===== config.mk =====
export PLATFORM = sky130hd
export DESIGN_NAME = ksib_ctrl
export DESIGN_NICKNAME = d
export VERILOG_FILES = /design/src/rtl/ksib_pkg.sv /design/src/rtl/ksib_ctrl.sv
export SDC_FILE = /design/constraint.sdc
export NUM_CORES = 1
export LEC_CHECK = 0
export BUFFER_PORTS_ARGS = -buffer_cell sky130_fd_sc_hd__buf_2
export CORE_AREA = 5 5 42 44
export DETAILED_ROUTE_END_ITERATION = 6
export DIE_AREA = 0 0 47 49
export GPL_TIMING_DRIVEN = 0
export PLACE_DENSITY_LB_ADDON = 0.08
export SLEW_MARGIN = 10
export SYNTH_ARGS = -nofsm -noshare
export SYNTH_HDL_FRONTEND = slang
export SYNTH_SLANG_ARGS = --single-unit

===== constraint.sdc =====
create_clock -name clk -period 1.4 [get_ports clk]
set_input_delay 0.07 -clock clk [delete_from_list [all_inputs] [get_ports clk]]
set_output_delay 0.07 -clock clk [all_outputs]
set_load 0.05 [all_outputs]

===== src/rtl/ksib_pkg.sv =====
// Shared types and constants for the k-mer seed index builder.
// Has no dependencies; every other file of the block imports it.
package ksib_pkg;

  localparam int BUCKET_W    = 20;
  localparam int NUM_BUCKETS = 1 << BUCKET_W;
  localparam int CHUNK_W     = 12;
  localparam int STOP_W      = 16;
  localparam int SLOT_W      = 2;
  localparam int FILL_OUT_W  = 3;
  localparam int CFG_W       = 3;

  localparam int SEED_LENGTH_DEF    = 10;
  localparam int SAMPLE_STEP_DEF    = 1;
  localparam int MAX_PER_BUCKET_DEF = 4;
  localparam int CHUNK_LEN_DEF      = 65536;

  localparam logic [CFG_W-1:0] CAP_RESET = 3'd4;

  localparam logic KIND_INSERT = 1'b0;
  localparam logic KIND_QUERY  = 1'b1;

  typedef struct packed {
    logic clear_en;
    logic accept;
    logic commit;
  } ksib_cmd_t;

  typedef struct packed {
    logic clear_last;
    logic out_free;
  } ksib_status_t;

endpackage


===== src/rtl/ksib_ctrl.sv =====
// Controller state machine: clearing pass, item acceptance and commit.
// Depends on ksib_pkg for the command and status structs.
module ksib_ctrl (
  input  logic                   clk,
  input  logic                   rst,
  input  logic                   req_valid,
  input  ksib_pkg::ksib_status_t status,
  output logic                   req_ready,
  output ksib_pkg::ksib_cmd_t    cmd
);
  import ksib_pkg::*;

  localparam logic [1:0] ST_CLEAR  = 2'd0;
  localparam logic [1:0] ST_IDLE   = 2'd1;
  localparam logic [1:0] ST_LOOKUP = 2'd2;

  logic [1:0] state;
  logic [1:0] state_next;

  always_ff @(posedge clk) begin
    if (rst) begin
      state <= ST_CLEAR;
    end else begin
      state <= state_next;
    end
  end

  always_comb begin
    state_next = state;
    cmd        = '0;
    req_ready  = 1'b0;
    unique case (state)
      ST_CLEAR: begin
        cmd.clear_en = 1'b1;
        if (status.clear_last) begin
          state_next = ST_IDLE;
        end
      end
      ST_IDLE: begin
        req_ready = 1'b1;
        if (req_valid) begin
          cmd.accept = 1'b1;
          state_next = ST_LOOKUP;
        end
      end
      ST_LOOKUP: begin
        if (status.out_free) begin
          cmd.commit = 1'b1;
          state_next = ST_IDLE;
        end
      end
      default: begin
        state_next = ST_CLEAR;
      end
    endcase
  end

endmodule


==> After elaboration in Yosys (flattened, before gate mapping) <==
Cells that the tools add are included.
Widths: inputs -> output; s select.
{ "classes": {"eq_ne": 5, "mux": 10, "reduce_logical": 2} }
{ "ops": {"columns": ["op", "count"], "rows": [
  ["$mux 1", 6],
  ["$mux 2", 3],
  ["$ne 2x2->1 const B", 3],
  ["$pmux 2 s3", 1],
  ["$reduce_and 3->1", 1],
  ["$eq 2x1->1 const B", 1],
  ["$eq 2x2->1 const B", 1],
  ["$logic_not 2->1", 1]
]} }
{ "word_totals": {"reg_bits": 2, "input_bits": 5, "out_inout_bits": 4} }

==> Depth between registers and ports, before layout <==
{ "logic_depth": {"word_depth": 3, "mapped_depth": 2} }

==> Worst setup path before layout <==
Ideal clock, no wire load.
{ "synth_path": {"path_kind": "register -> output", "from": "register state[1]", "to": "output cmd[0] in the netlist's numbering", "t_arrival_ns": 1.101, "required_ns": 1.330, "slack_ns": 0.229, "path_stages_with_launch": 3, "path_buffers": 0, "path_cell_list": "dfxtp_1 > nand2_1 > nor2_1"} }
{ "synth_rtl": {"columns": ["item", "line_no", "rtl"], "rows": [
  ["start: declaration", "ksib_ctrl.sv:17", "logic [1:0] state;"],
  ["start signal: assignment", "ksib_ctrl.sv:24", "state <= state_next;"],
  ["end: declaration", "ksib_ctrl.sv:9", "output ksib_pkg::ksib_cmd_t cmd"]
]} }

==> summary.txt <==
Yosys
  – Complex-gate fraction of the synthesized area: 0.244
  – Synth Area in Adders: 0
  – Main combinational cell family by area after synthesis: simple AND/OR/NAND/NOR gates
  – Mean Syn Cell Area: 8.28 sq um
  – Mapped Cells: 13
  – Mux cell area share after synthesis: 0
  – Warnings from Yosys: 0
  – Post-Syn Area: 108 sq um
  – Sequential-to-total area share from yosys stat: 0.372
  – Synthesized flop and latch total: 2
  – Post-synthesis cell type count: 10
  – Net count of the mapped netlist: 18
  – Xor-xnor portion of the synthesized cell area: 0
  – Synth Area in Simple Gates: 0.349

STA
  – Min cycle time layout: 1.14 ns
  – Final WS setup: 0.258 ns
  – Worst-margin pin slew: 0.250 ns
  – Clock skew: 0.00315 ns
  – Highest clock rate: 875 MHz
  – Max_slew headroom: 0.834
  – Max-slew violations: 0
  – Period utilization: 0.816
  – RSZ-0062 raised after global routing: false
  – Setup TNS: 0 ns
  – Finish-stage setup viols: 0
  – Hold slack: 0.0298 ns
  – Final Hold Vio Count: 0

Power and ir drop
  – P_int: 175 uW
  – Clock power share: 0.489
  – Comb power frac: 0.248
  – Tot Pwr: 257 uW
  – PD cells: 1350 nW/um^2
  – Maximum vdd drop: 179 uV
  – Leak: 0.101 nW
  – Flop pwr share: 0.264
  – Switching Share: 0.318
  – Net Switching: 81.8 uW

Worst setup path
  – Worst Path Required: 1.33 ns
  – Worst Setup SP: state[1]
  – Arr. time, crit path: 1.07 ns
  – Worst Path Max Fanout: 7
  – Critical path class: register to output port
  – R2R Setup Slk: 0.51 ns
  – Crit Reg-Reg Endpoint: state[1]
  – Worst r2r path cells: 2
  – Startpoint Class: register
  – Worst r2r src: state[1]
  – Critical path endpoint category: output port

Die
  – Core ar.: 1400 sq um
  – Die footprint: 2300 sq um
  – # rows: 14
  – I/O Pins: 9
  – Chip width: 47 um
  – Die Y: 49 um
  – Initial Utilization: 0.0768

Route
  – Routed wire length per instance: 7.98 um
  – Detailed Route Iter0 Violations: 2
  – Final wirelength: 319 um
  – Routed vias: 123
  – DR vias/cell: 3.08
  – DRT Pass-1 Iters: 2
  – DR DRC count: 0
  – Antenna viol nets, final: 0

Clock tree
  – Worst-Skew Late Latency: 0.22 ns
  – Post-CTS sizing: 0
  – Post CTS Setup Buffer Count: 0
  – CTS tree: built
  – Root buffer cell: clkbuf_4
  – Cts hold-fix bufs: 0
  – Clk slew on worst S/H paths: 0.03 ns
  – Clock Sinks: 2
  – Number of CTS-inserted buffers: 3
  – H-tree levels: 1
  – CTS Buffer Depth: 2

Placement
  – Worst slack at placement: 0.481 ns
  – Port Buf Inserts: 8
  – Gpl congestion: 0.621
  – Placed Cells: 37
  – Placed Area: 168 sq um

Cells and area
  – Fillcell total: 175
  – Register area: 40.0 sq um
  – Multi-input logic area: 63.8 sq um
  – Largest Register: state
  – Util after Layout: 0.136
  – Finished Cell Area: 190 sq um
  – Max reg flops: 2
  – Final net count: 31
  – Diodes inserted: 0
  – Top Registers: state: 2 flops
  – Area added between synthesis and finish: 76.7%
  – Layout cells sized above 1: 0.458
  – Non-Filler Instances: 40

Global route
  – Total gr overflow: 0
  – GRT met1 Usage: 0.0241
  – Antenna violations before repair: 0
  – Global routing's busiest layer: met3
  – Global-route wire length before repair: 462 um
  – Largest net degree at the start of global routing: 8
  – Vias in the first global route: 120
  – Total GRT Usage: 0.0352
  – Grt met3 use: 0.0480
  – Routing usage on met2: 0.0385

Min path
  – Hold Crit Start: rst
  – Hold path depth: 2
  – WHS Endpoint: state[0]
  – Worst hold path type: input port to register

Run
  – Max Cap Viol: 0

Run status
  – Outcome: completed
per-layer routing:
layer,vias to the layer above,share of wire
met5,-,0
met4,0,0
met3,0,0.19
met2,5,0.46
met1,50,0.34
li1,68,-
logic make-up (layout without fill, tap and decap cells):
group	count (synthesis)	count (layout)
and+or+nand+nor	7	7
AOI/OAI and AO/OA	3	3
DFF	2	2
buffers and inverters	1	12
worst max-delay path, stage by stage (launching register included):
cell	delay, ns
dfxtp_1	0.40
nand2_1	0.09
nor2_1	0.09
buf_2	0.26
cell type report:
cell class,count,area share
multi-input cells,10,0.336
inverters,1,0.0197
repair buffers,8,0.211
clock buffers,3,0.118
flip-flops and latches,2,0.211
well taps,16,0.105
worst max-delay path by stage:
stage | to | slack [ns] | depth (start not counted)
floorplan | cmd[0] | 0.23 | 2
global placement | cmd[0] | 0.46 | 3
detailed placement | cmd[0] | 0.48 | 3
CTS | cmd[0] | 0.23 | 3
global route | cmd[0] | 0.16 | 3
finish | cmd[0] | 0.26 | 3
power groups by stage:
stage               Sequential, mW  Combinational (mW)  Clock, mW
global placement            0.0696              0.0653          0
finish                      0.0678              0.0636      0.126
global route                0.0690              0.0665      0.136
floorplan                   0.0673              0.0477          0
detailed placement          0.0686              0.0645          0
CTS                         0.0678              0.0646      0.135
cell usage after synthesis:
cell type	instances	share of area
a311oi_1	1	0.081
and3b_1	1	0.081
dfxtp_1	2	0.37
inv_1	1	0.035
nand2_1	1	0.035
nand2b_1	1	0.058
nor2_1	3	0.10
nor3b_1	1	0.070
o21a_1	1	0.070
o21ba_1	1	0.093
placed cells by master (no fill, tap or decap), drive strengths merged:
| cell | count |
|---|---|
| nand2 | 1 |
| a311oi | 1 |
| nand2b | 1 |
| nor3b | 1 |
| buf | 8 |
| o21a | 1 |
| nor2 | 3 |
| and3b | 1 |
| inv | 1 |
| clkbuf | 3 |
| o21ba | 1 |
| dfxtp | 2 |
Note: power is estimated with default switching activity, not from simulation.
